### src/rtl/trd_pkg.sv
`default_nettype none
// ----------------------------------------------------------------------------
// trd_pkg: shared types and constants of the trial division prime test
// Status of the serial divider as seen by the sequencer, and the fixed
// constants of the divisor sweep.
// ----------------------------------------------------------------------------
package trd_pkg;

	// status of the bit-serial divider
	typedef struct packed {
		logic busy;   // division in progress
		logic done;   // quotient and remainder valid this cycle (one-cycle pulse)
	} trd_div_status_t;

	// first trial divisor and its increment (odd divisors only)
	localparam int FIRST_DIVISOR = 3;
	localparam int DIVISOR_STEP  = 2;

endpackage : trd_pkg
`default_nettype wire

### src/rtl/trd_cand_if.sv
`default_nettype none
// ----------------------------------------------------------------------------
// trd_cand_if: candidate channel
// Valid/ready channel that carries one integer to be tested.
// ----------------------------------------------------------------------------
interface trd_cand_if #(
	parameter int VALUE_WIDTH = 31
);
	logic                   valid;
	logic                   ready;
	logic [VALUE_WIDTH-1:0] candidate;

	modport source (output valid, output candidate, input ready);
	modport sink   (input valid, input candidate, output ready);
endinterface : trd_cand_if
`default_nettype wire

### src/rtl/trd_flag_if.sv
`default_nettype none
// ----------------------------------------------------------------------------
// trd_flag_if: result channel
// Valid/ready channel that carries the one-bit prime flag.
// ----------------------------------------------------------------------------
interface trd_flag_if;
	logic valid;
	logic ready;
	logic prime_flag;

	modport source (output valid, output prime_flag, input ready);
	modport sink   (input valid, input prime_flag, output ready);
endinterface : trd_flag_if
`default_nettype wire

### src/rtl/trd_divider.sv
`default_nettype none
// ----------------------------------------------------------------------------
// trd_divider: bit-serial restoring divider
// Produces quotient and remainder one quotient bit per cycle, MSB first.
// ----------------------------------------------------------------------------
module trd_divider #(
	parameter int VALUE_WIDTH = 31
) (
	input  wire                         clk,
	input  wire                         arst_n,
	input  wire                         start,
	input  wire  [VALUE_WIDTH-1:0]      dividend,
	input  wire  [VALUE_WIDTH-1:0]      divisor,
	output trd_pkg::trd_div_status_t    status,
	output logic [VALUE_WIDTH-1:0]      quotient,
	output logic [VALUE_WIDTH-1:0]      remainder
);

	localparam int CNT_W = $clog2(VALUE_WIDTH + 1);

	logic [CNT_W-1:0]       cnt_q;
	logic                   busy_q;
	logic                   done_q;
	logic [VALUE_WIDTH-1:0] rem_q;
	logic [VALUE_WIDTH-1:0] quo_q;
	logic [VALUE_WIDTH-1:0] div_q;

	logic [VALUE_WIDTH:0]   trial;
	logic [VALUE_WIDTH:0]   diff;
	logic                   fits;

	// shift the next dividend bit into the partial remainder, try to subtract
	assign trial = {rem_q, quo_q[VALUE_WIDTH-1]};
	assign diff  = trial - {1'b0, div_q};
	assign fits  = ~diff[VALUE_WIDTH];

	always_ff @(posedge clk or negedge arst_n) begin
		if (!arst_n) begin
			busy_q <= 1'b0;
			done_q <= 1'b0;
			cnt_q  <= '0;
		end else begin
			done_q <= 1'b0;
			if (start && !busy_q) begin
				busy_q <= 1'b1;
				cnt_q  <= CNT_W'(VALUE_WIDTH);
			end else if (busy_q) begin
				cnt_q <= cnt_q - CNT_W'(1);
				if (cnt_q == CNT_W'(1)) begin
					busy_q <= 1'b0;
					done_q <= 1'b1;
				end
			end
		end
	end

	always_ff @(posedge clk) begin
		if (start && !busy_q) begin
			rem_q <= '0;
			quo_q <= dividend;
			div_q <= divisor;
		end else if (busy_q) begin
			rem_q <= fits ? diff[VALUE_WIDTH-1:0] : trial[VALUE_WIDTH-1:0];
			quo_q <= {quo_q[VALUE_WIDTH-2:0], fits};
		end
	end

	assign status    = '{busy: busy_q, done: done_q};
	assign quotient  = quo_q;
	assign remainder = rem_q;

endmodule : trd_divider
`default_nettype wire

### src/rtl/trial_division_prime_test_unit.sv
`default_nettype none
// ----------------------------------------------------------------------------
// trial_division_prime_test_unit: trial division primality tester
// Tests one unsigned integer per item and answers with a prime flag.
// ----------------------------------------------------------------------------
// Usage:
//   in_ch  (sink)   : one candidate per transfer, VALUE_WIDTH bits unsigned.
//   out_ch (source) : one prime_flag per candidate, in order.
//   Values below 2 and even values, 2 included, are answered directly:
//   they go from S_IDLE straight to S_DONE. Odd values sweep the
//   divisors 3, 5, 7, ... through one bit-serial divider that yields
//   quotient and remainder for each divisor, passing S_LOAD, S_DIV and
//   S_EVAL per divisor. The sweep stops when the divisor exceeds the
//   quotient (past the square root, prime) or the remainder is zero
//   (composite). For a 31-bit prime near the top of the range the sweep
//   runs through about 23000 divisors, one division for each.
//   One candidate is in work at a time; the next one is taken as soon as
//   the result has moved to the output register, even if the receiver has
//   not taken it yet. While out_ch.ready is low the result holds in the
//   output register and a finished sweep waits for it to free.
//   Reset (arst_n low) drops any item in work and any pending result.
// ----------------------------------------------------------------------------
module trial_division_prime_test_unit #(
	parameter int VALUE_WIDTH = 31
) (
	input  wire          clk,
	input  wire          arst_n,
	trd_cand_if.sink     in_ch,
	trd_flag_if.source   out_ch
);

	// sequencer states
	localparam logic [2:0] S_IDLE = 3'd0;  // wait for a candidate
	localparam logic [2:0] S_LOAD = 3'd1;  // start a division
	localparam logic [2:0] S_DIV  = 3'd2;  // division running
	localparam logic [2:0] S_EVAL = 3'd3;  // judge quotient and remainder
	localparam logic [2:0] S_DONE = 3'd4;  // hand result to output register

	logic [2:0]             state_q;
	logic [VALUE_WIDTH-1:0] n_q;        // candidate under test
	logic [VALUE_WIDTH-1:0] d_q;        // current trial divisor
	logic                   result_q;   // flag of the finished sweep
	logic                   out_valid_q;
	logic                   flag_q;

	trd_pkg::trd_div_status_t div_st;
	logic [VALUE_WIDTH-1:0]   quo;
	logic [VALUE_WIDTH-1:0]   rem;
	logic                     div_start;
	logic                     in_fire;
	logic                     out_fire;
	logic                     out_free;

	assign in_fire   = in_ch.valid && in_ch.ready;
	assign out_fire  = out_valid_q && out_ch.ready;
	// output register can take a new result this cycle
	assign out_free  = !out_valid_q || out_ch.ready;
	assign div_start = (state_q == S_LOAD) && !div_st.busy;

	assign in_ch.ready       = (state_q == S_IDLE);
	assign out_ch.valid      = out_valid_q;
	assign out_ch.prime_flag = flag_q;

	trd_divider #(
		.VALUE_WIDTH (VALUE_WIDTH)
	) u_divider (
		.clk       (clk),
		.arst_n    (arst_n),
		.start     (div_start),
		.dividend  (n_q),
		.divisor   (d_q),
		.status    (div_st),
		.quotient  (quo),
		.remainder (rem)
	);

	// sequencer
	always_ff @(posedge clk or negedge arst_n) begin
		if (!arst_n) begin
			state_q <= S_IDLE;
		end else begin
			unique case (state_q)
				S_IDLE: begin
					if (in_fire) begin
						// small and even values need no division
						if (in_ch.candidate < VALUE_WIDTH'(2) || !in_ch.candidate[0]) begin
							state_q <= S_DONE;
						end else begin
							state_q <= S_LOAD;
						end
					end
				end
				S_LOAD: begin
					if (div_start) begin
						state_q <= S_DIV;
					end
				end
				S_DIV: begin
					if (div_st.done) begin
						state_q <= S_EVAL;
					end
				end
				S_EVAL: begin
					// divisor past the square root, or an exact divisor: stop
					if (d_q > quo || rem == '0) begin
						state_q <= S_DONE;
					end else begin
						state_q <= S_LOAD;
					end
				end
				S_DONE: begin
					if (out_free) begin
						state_q <= S_IDLE;
					end
				end
				default: begin
					state_q <= S_IDLE;
				end
			endcase
		end
	end

	// datapath of the sweep
	always_ff @(posedge clk) begin
		if (state_q == S_IDLE && in_fire) begin
			n_q      <= in_ch.candidate;
			d_q      <= VALUE_WIDTH'(trd_pkg::FIRST_DIVISOR);
			// 2 is the only even prime
			result_q <= (in_ch.candidate == VALUE_WIDTH'(2));
		end else if (state_q == S_EVAL) begin
			if (d_q > quo) begin
				result_q <= 1'b1;
			end else if (rem == '0) begin
				result_q <= 1'b0;
			end
			d_q <= d_q + VALUE_WIDTH'(trd_pkg::DIVISOR_STEP);
		end
	end

	// output register: load a finished result, drop it on transfer
	always_ff @(posedge clk or negedge arst_n) begin
		if (!arst_n) begin
			out_valid_q <= 1'b0;
		end else if (state_q == S_DONE && out_free) begin
			out_valid_q <= 1'b1;
		end else if (out_fire) begin
			out_valid_q <= 1'b0;
		end
	end

	always_ff @(posedge clk) begin
		if (state_q == S_DONE && out_free) begin
			flag_q <= result_q;
		end
	end

endmodule : trial_division_prime_test_unit
`default_nettype wire

### src/flat_wrapper.sv
// flat-port wrapper written by rule: the top's interface ports become plain ports
module trial_division_prime_test_unit_flat 
#(
	parameter int VALUE_WIDTH = 31
)
  (clk, arst_n, in_ch_valid, in_ch_candidate, in_ch_ready, out_ch_valid, out_ch_prime_flag, out_ch_ready);
  trd_cand_if #(.VALUE_WIDTH(VALUE_WIDTH)) in_ch_i ();
  trd_flag_if out_ch_i ();
  input  wire clk;
  input  wire arst_n;
  input wire logic [$bits(in_ch_i.valid)-1:0] in_ch_valid;
  input wire logic [$bits(in_ch_i.candidate)-1:0] in_ch_candidate;
  output wire logic [$bits(in_ch_i.ready)-1:0] in_ch_ready;
  output wire logic [$bits(out_ch_i.valid)-1:0] out_ch_valid;
  output wire logic [$bits(out_ch_i.prime_flag)-1:0] out_ch_prime_flag;
  input wire logic [$bits(out_ch_i.ready)-1:0] out_ch_ready;
  assign in_ch_i.valid = in_ch_valid;
  assign in_ch_i.candidate = in_ch_candidate;
  assign in_ch_ready = in_ch_i.ready;
  assign out_ch_valid = out_ch_i.valid;
  assign out_ch_prime_flag = out_ch_i.prime_flag;
  assign out_ch_i.ready = out_ch_ready;
  trial_division_prime_test_unit #(.VALUE_WIDTH(VALUE_WIDTH)) u_core (.clk(clk), .arst_n(arst_n), .in_ch(in_ch_i), .out_ch(out_ch_i));
endmodule
### config.mk
export PLATFORM = sky130hd
export DESIGN_NAME = trial_division_prime_test_unit_flat
export DESIGN_NICKNAME = d
export VERILOG_FILES = /design/src/rtl/trd_pkg.sv /design/src/rtl/trd_cand_if.sv /design/src/rtl/trd_flag_if.sv /design/src/rtl/trd_divider.sv /design/src/rtl/trial_division_prime_test_unit.sv /design/src/flat_wrapper.sv
export SDC_FILE = /design/constraint.sdc
export NUM_CORES = 1
export LEC_CHECK = 0
export ABC_CLOCK_PERIOD_IN_PS = 6000
export BUFFER_PORTS_ARGS = -buffer_cell sky130_fd_sc_hd__buf_2
export CAP_MARGIN = 0
export CELL_PAD_IN_SITES_DETAIL_PLACEMENT = 0
export CELL_PAD_IN_SITES_GLOBAL_PLACEMENT = 1
export CORE_MARGIN = 5
export CORE_UTILIZATION = 53
export CTS_CLUSTER_DIAMETER = 100
export DETAILED_ROUTE_END_ITERATION = 16
export GPL_TIMING_DRIVEN = 1
export PLACE_DENSITY = 0.91
export SKIP_LAST_GASP = 1
export SYNTH_ARGS = -nofsm -noshare
export SYNTH_HDL_FRONTEND = slang
export SYNTH_SLANG_ARGS = --single-unit
### constraint.sdc
create_clock -name clk -period 6 [get_ports clk]
set_input_delay 0.6 -clock clk [delete_from_list [all_inputs] [get_ports clk]]
set_output_delay 0.6 -clock clk [all_outputs]
set_load 0.03 [all_outputs]
==> out/qor.yml, run 1 <==
cts:
  clk_path_buf_depth: 2
  clkTransAtPathRegs_ns: 0.07
  root_buffer: "clkbuf_16"
  cts.sinks: 166
  cts_tree: "yes"
  hold_buffers: 0
  post_cts_buffers: 0
  clk_latency_ns: 0.42
  htreeDepth: 4
  post_cts_resize_count: 0
  cts_buffers: 17
grt:
  grt_pass1_vias: 6481
  grt_usage_pct: 20.0
  grt_pass1_wl_mm: 32.4
  grt_start_max_net_pins: 91
  grt_overflow: 0
  antenna_found_initial: 0
critical_path:
  startpoint_type: "flop"
  ff2ff_path_depth: 10
  cp.arrival_ns: 3.71
  crit_required_ns: 6.32
  crit_type: "reg -> reg"
  cp_max_fo: 13
  cp-end-kind: "flop"
yosys:
  async_flop_share_pct: 6.63
  yosysUniqueCellTypes: 74
  synth-adder-area-share_pct: 8.88
  synth_fp_nets: 1043
  synth_top_family_by_area: "simple AND/OR/NAND/NOR gates"
  syn_inst: 944
  synthFlopType: "edfxtp_1"
  synth.area.mux_share_pct: 0.481
  yosys_warnings: 0
  synth-simple-area-share_pct: 17.1
  synth-edff-count: 94
  ys_seq_elements: 166
  synth.avg_cell_area_sq_um: 9.64
  synth_xor_area_share_pct: 4.43
  syn_area_sq_mm: 0.00910
  ys_seq_area_share_pct: 47.5
  synth-compound-area-share_pct: 16.5
die:
  dieArea_sq_mm: 0.0199
  initial_core_util_pct: 53.4
  row_count: 48
  io-pin-count: 38
  chipHeight_microns: 141
  core_sq_mm: 0.0171
  die_x_microns: 141
cells_and_area:
  nets: 1066
  instances_no_fill: 1205
  area_growth_pct: 10.3
  diodes: 0
  drive_above_1_share_pct: 9.29
power_and_ir_drop:
  p_leak_nw: 4.16
  pwr_density_cell_mw_per_mm2: 506
  ir_drop_mv: 0.246
timing:
  period_minus_slack_ns: 3.40
  rsz0062_at_grt: "no"
  hold_viol_final: 0
  max_clock_freq_ghz: 0.294
  setup_violations: 0
  skew_ns: 0.00968
  final.setup.worst_slack_ns: 2.60
  slew_viol_final: 0
  worst_pin_slew_ns: 0.904
  holdWs_ns: 0.0353
  fin_crit_sh_pct: 56.6
  tns_ns: 0
  slew_headroom_pct: 39.6
job:
  cap_violations: 0
min_path:
  hp-class: "in -> async"
placed_design:
  dpl.cell_count: 1173
  post-place-ws_ns: 2.61
  globalplace.congestion: 0.892
  dp_hpwl_mm: 13.7
  port_buffers: 37
route:
  viasPerCell: 5.74
  remaining_drc_errors: 0
  firstDrtPassIters: 5
  post_drt_wl_per_cell_microns: 16.1
  drt_iter0_drc: 573
  wirelength_mm: 19.4
  num_vias: 6912
  final_antenna_net_count: 0
outcome:
  status: "finished, final reports clean"
## critical path, stage by stage (launching register included)
cell and delay (ns):
edfxtp_1 0.33, inv_1 0.04, ha_1 0.42, a211o_1 0.33, a31oi_1 0.16, o21bai_1 0.13, a22oi_1 0.30, nand4b_4 0.18
nand3_1 0.45, nand2_1 0.47, a311o_1 0.47
## Yosys cell counts (15+ instances only)
library cell	instances	share of area (%)
o211ai_1	22	1.8
nand4_1	35	2.4
nor2_1	69	2.8
nor4_1	18	1.2
a21o_1	20	1.6
edfxtp_1	94	31
inv_1	77	3.2
ha_1	63	8.7
nand2_1	114	4.7
a21oi_1	53	2.9
xnor2_1	21	2.0
nand3_1	16	0.88
clkbuf_1	26	1.1
dfxtp_1	61	13
xor2_1	25	2.4
o21ai_0	58	3.2
nor3_1	15	0.82
## sequential cells by signal, indices dropped and copies added (netlist names)
register and cells:
u_core.d_q 30, u_core.u_divider.quotient 31, u_core.n_q 31, u_core.out_ch.prime_flag 1
u_core.u_divider.busy_q 1, u_core.u_divider.done_q 1, u_core.u_divider.cnt_q 5, u_core.u_divider.div_q 30
u_core.state_q 3, u_core.result_q 1, u_core.out_ch.valid 1, u_core.u_divider.remainder 31
## area by class of cell
class	count	area, sq um
Timing Repair Buffer	43	230
Fill cell	1463	7020
Inverter	78	293
Clock inverter	14	163
Tap cell	225	282
Clock buffer	18	429
Sequential cell	166	4320
Multi-Input combinational cell	661	4320
## power breakdown
group / switching [mW] / leakage [nW] / internal (mW) / total, mW
Sequential: 0.249 / 1.56 / 1.59 / 1.84
Combinational: 1.28 / 2.31 / 0.871 / 2.15
Clock: 0.474 / 0.282 / 0.624 / 1.10
## through the flow
step / power, mW / area (sq um) / util [%]
after global routing: 5.43 / 10000 / 58.9
after floorplan: 3.49 / 9100 / -
final: 5.08 / 10000 / 58.9
after CTS: 5.08 / 10000 / 58.9
after global placement: 3.95 / 9450 / 55.4
after detailed placement: 3.97 / 9450 / 55.4
## cell usage in the layout (no fill, tap or decap), types with 5 or more instances in the layout
master     synthesis  final
edfxtp_1          94     94
o211ai_1          22     22
o21a_1             7      7
xnor2_1           21     21
nor3_1            15     14
o221ai_1           7      7
and3_1             7      7
clkbuf_16          0     17
nand2_1          114    114
a21oi_1           53     53
a21o_1            20     20
o21ai_0           58     58
nand4_1           35     35
buf_4              1      6
nand3_1           16     16
o21bai_1           6      6
buf_2              7     37
dfxtp_1           61     61
dfrtp_1           11     11
nor2_1            69     68
a211oi_1           5      5
o311ai_1           6      6
ha_1              63     63
nor4_1            18     18
nand2b_1           8      8
xor2_1            25     25
and2_1             6      6
inv_1             77     77
or3_1              8      8
## path summary, 6_finish.rpt
kind | to | slack [ns] | startpoint
worst min register to register | u_core.out_ch.prime_flag | 0.45 | u_core.result_q
worst max register to register | u_core.u_divider.remainder[4] | 2.60 | u_core.u_divider.div_q[18]
max in group asynchronous | u_core.state_q[1] | 5.75 | arst_n
worst min-delay path | u_core.u_divider.cnt_q[4] | 0.04 | arst_n
min in group clk | u_core.n_q[7] | 0.36 | in_ch_candidate[7]
worst max-delay path | u_core.u_divider.remainder[4] | 2.60 | u_core.u_divider.div_q[18]
## metal layers
layer  global-route usage [%]  wire length, microns  vias up
li1                         -                     -     3499
met3                     2.78                   842       27
met2                     31.9                  8980      166
met1                     28.5                  9290     3220
met4                     5.76                   306        0
met5                        0                     0        -
## kinds of logic (layout without fill, tap and decap cells)
family | count (synthesis) | in the layout
simple gates | 318 | 318
fa+ha+maj | 64 | 64
compound gates | 229 | 229
xor+xnor | 46 | 46
flops | 166 | 166
buf+inv | 117 | 153
mux | 4 | 4
Power figures use the tool's default switching activity.
==> run 2, diff against run 1 <==
--- a/config.mk
+++ b/config.mk
@@ -5,17 +5,17 @@
 export SDC_FILE = /design/constraint.sdc
 export NUM_CORES = 1
 export LEC_CHECK = 0
-export ABC_CLOCK_PERIOD_IN_PS = 6000
+export ABC_CLOCK_PERIOD_IN_PS = 2800
 export BUFFER_PORTS_ARGS = -buffer_cell sky130_fd_sc_hd__buf_2
 export CAP_MARGIN = 0
 export CELL_PAD_IN_SITES_DETAIL_PLACEMENT = 0
 export CELL_PAD_IN_SITES_GLOBAL_PLACEMENT = 1
 export CORE_MARGIN = 5
-export CORE_UTILIZATION = 53
+export CORE_UTILIZATION = 44
 export CTS_CLUSTER_DIAMETER = 100
 export DETAILED_ROUTE_END_ITERATION = 16
 export GPL_TIMING_DRIVEN = 1
-export PLACE_DENSITY = 0.91
+export PLACE_DENSITY = 0.81
 export SKIP_LAST_GASP = 1
 export SYNTH_ARGS = -nofsm -noshare
 export SYNTH_HDL_FRONTEND = slang
==> constraint.sdc (replaced) <==
create_clock -name clk -period 2.8 [get_ports clk]
set_input_delay 0.28 -clock clk [delete_from_list [all_inputs] [get_ports clk]]
set_output_delay 0.28 -clock clk [all_outputs]
set_load 0.03 [all_outputs]
==> run 2 against run 1 <==
Effect of this change: sequential power grew 110%; non-clock buffer count grew 99; final cell count grew 12%; global-route usage shrank 1.4 points; largest cell class unchanged; critical path depth grew 1; hold slack lost 0.0011 ns; design area grew 10%; die area grew 19%; sequential share of layout area shrank 4.1 points; sequential cell count is the same; setup slack lost 2.5 ns; wire length grew 13%.
==> out/qor.yml, run 2 (synthesized netlist as in run 1, its figures left out) <==
route:
  final_antenna_net_count: 0
  viasPerCell: 5.50
  drt_iter0_drc: 517
  num_vias: 7419
  post_drt_wl_per_cell_microns: 16.3
  firstDrtPassIters: 5
  wirelength_mm: 22.0
  remaining_drc_errors: 0
placed_design:
  port_buffers: 37
  dpl.cell_count: 1309
  globalplace.congestion: 0.875
  dpl-instance-area_sq_mm: 0.0102
  dp_hpwl_mm: 15.9
die:
  io-pin-count: 38
  initial_core_util_pct: 44.8
  row_count: 52
  die_x_microns: 154
  chipHeight_microns: 154
  core_sq_mm: 0.0203
  dieArea_sq_mm: 0.0237
critical_path:
  startpoint_type: "flop"
  cp.arrival_ns: 3.10
  cp-end-kind: "flop"
  crit_type: "reg -> reg"
  crit_required_ns: 3.16
  r2r_slack_ns: 0.05
  cp_max_fo: 4
cts:
  cts.sinks: 166
  clkTransAtPathRegs_ns: 0.07
  htreeDepth: 4
  cts_tree: "yes"
  root_buffer: "clkbuf_16"
  clk_path_buf_depth: 2
  clk_latency_ns: 0.43
  cts_buffers: 17
power_and_ir_drop:
  total_power_mw: 12.2
  cellInternalPower_mw: 7.47
  ir_drop_mv: 0.560
  p_leak_nw: 4.66
  switching_share_pct: 39.0
  pwr_density_cell_mw_per_mm2: 1100
  p_seq_share_pct: 31.3
  p_clk_share_pct: 19.2
  p_sw_mw: 4.77
  p_comb_share_pct: 49.5
cells_and_area:
  postLayoutCellArea_sq_mm: 0.0111
  drive_above_1_share_pct: 20.5
  layout_common_cells: "nand2_1 (113), buf_4 (101), edfxtp_1 (94), inv_1 (74), nor2_1 (68)"
  regArea_sq_mm: 0.00432
  final_common_cell: "nand2_1"
  instances_no_fill: 1349
  multi_input_area_sq_mm: 0.00453
  area_growth_pct: 21.8
  diodes: 0
  postLayoutCoreUtil_pct: 54.6
  fill_cells: 1798
  nets: 1165
grt:
  grt_start_max_net_pins: 52
  grt_pass1_wl_mm: 35.8
  grt_overflow: 0
  antenna_found_initial: 0
  grt_pass1_vias: 7159
  grt_usage_pct: 18.5
timing:
  rsz0062_at_grt: "yes"
  setup_violations: 0
  slew_headroom_pct: 61.0
  holdWs_ns: 0.0342
  period_minus_slack_ns: 2.75
  hold_viol_final: 0
  skew_ns: 0.0133
  slew_viol_final: 0
  fin_crit_sh_pct: 98.1
  max_clock_freq_ghz: 0.364
  worst_pin_slew_ns: 0.581
min_path:
  hp-class: "in -> reg"
outcome:
  status: "finished, final reports clean"
job:
  cap_violations: 0
-- run 2: critical path, cell delays in order (launching register included) --
cell and delay [ns]:
edfxtp_1 0.34, inv_1 0.05, ha_1 0.36, and2_1 0.21, and3_1 0.18, nand3_2 0.12
a211o_4 0.42, a2111oi_4 0.45, buf_4 0.18, or3_1 0.09, nand4_1 0.11, o221ai_2 0.17
-- run 2: final timing paths --
check | to | start | cells past startpoint
max | u_core.u_divider.remainder[30] | u_core.u_divider.div_q[8] | 11
min | u_core.n_q[2] | in_ch_candidate[2] | 1
max reg2reg | u_core.u_divider.remainder[30] | u_core.u_divider.div_q[8] | 11
min reg2reg | u_core.out_ch.prime_flag | u_core.result_q | 0
max in group asynchronous | u_core.state_q[1] | arst_n | 2
min in group asynchronous | u_core.u_divider.cnt_q[2] | arst_n | 2
-- run 2: power by group through the flow --
stage / Sequential, mW / Combinational, mW / Clock, mW
detailed placement: 3.85 / 5.60 / 0
CTS: 3.81 / 5.76 / 2.37
global route: 3.90 / 6.73 / 2.50
floorplan: 3.77 / 3.71 / 0
global placement: 3.84 / 5.55 / 0
finish: 3.83 / 6.06 / 2.35
-- run 2: layer usage --
metal  routed length (microns)  vias up  global-route usage [%]
met2                     10600      193                    30.5
li1                          -     3685                       -
met3                       952       32                    2.61
met1                     10100     3509                    25.3
met4                       391        0                    6.10
met5                         0        -                       0
-- run 2: area by class of cell --
cell class | instances | area share, %
clock buffer | 18 | 3.87
clock inverter | 14 | 1.46
inverter | 78 | 2.64
multi-input combinational | 661 | 40.9
sequential | 166 | 39.0
tap | 270 | 3.05
timing repair buffer | 142 | 9.14
-- run 2: repair_timing --
| action | in CTS | in global routing |
|---|---|---|
| gates resized for setup | 7 | 34 |
| setup endpoints to repair | 17 | 31 |
| pin swaps | 1 | 16 |
| hold buffers | 1 | 0 |
| setup buffers | 5 | 2 |
| hold endpoints to repair | 11 | 0 |
-- run 2: per-stage QoR --
step	setup TNS (ns)	setup WS (ns)
6_report	0	0.0546
4_1_cts	0	0.0131
3_5_place_dp	-0.438	-0.138
3_3_place_gp	-0.121	-0.102
5_1_grt	-0.0979	-0.0646
2_1_floorplan	0	0.157
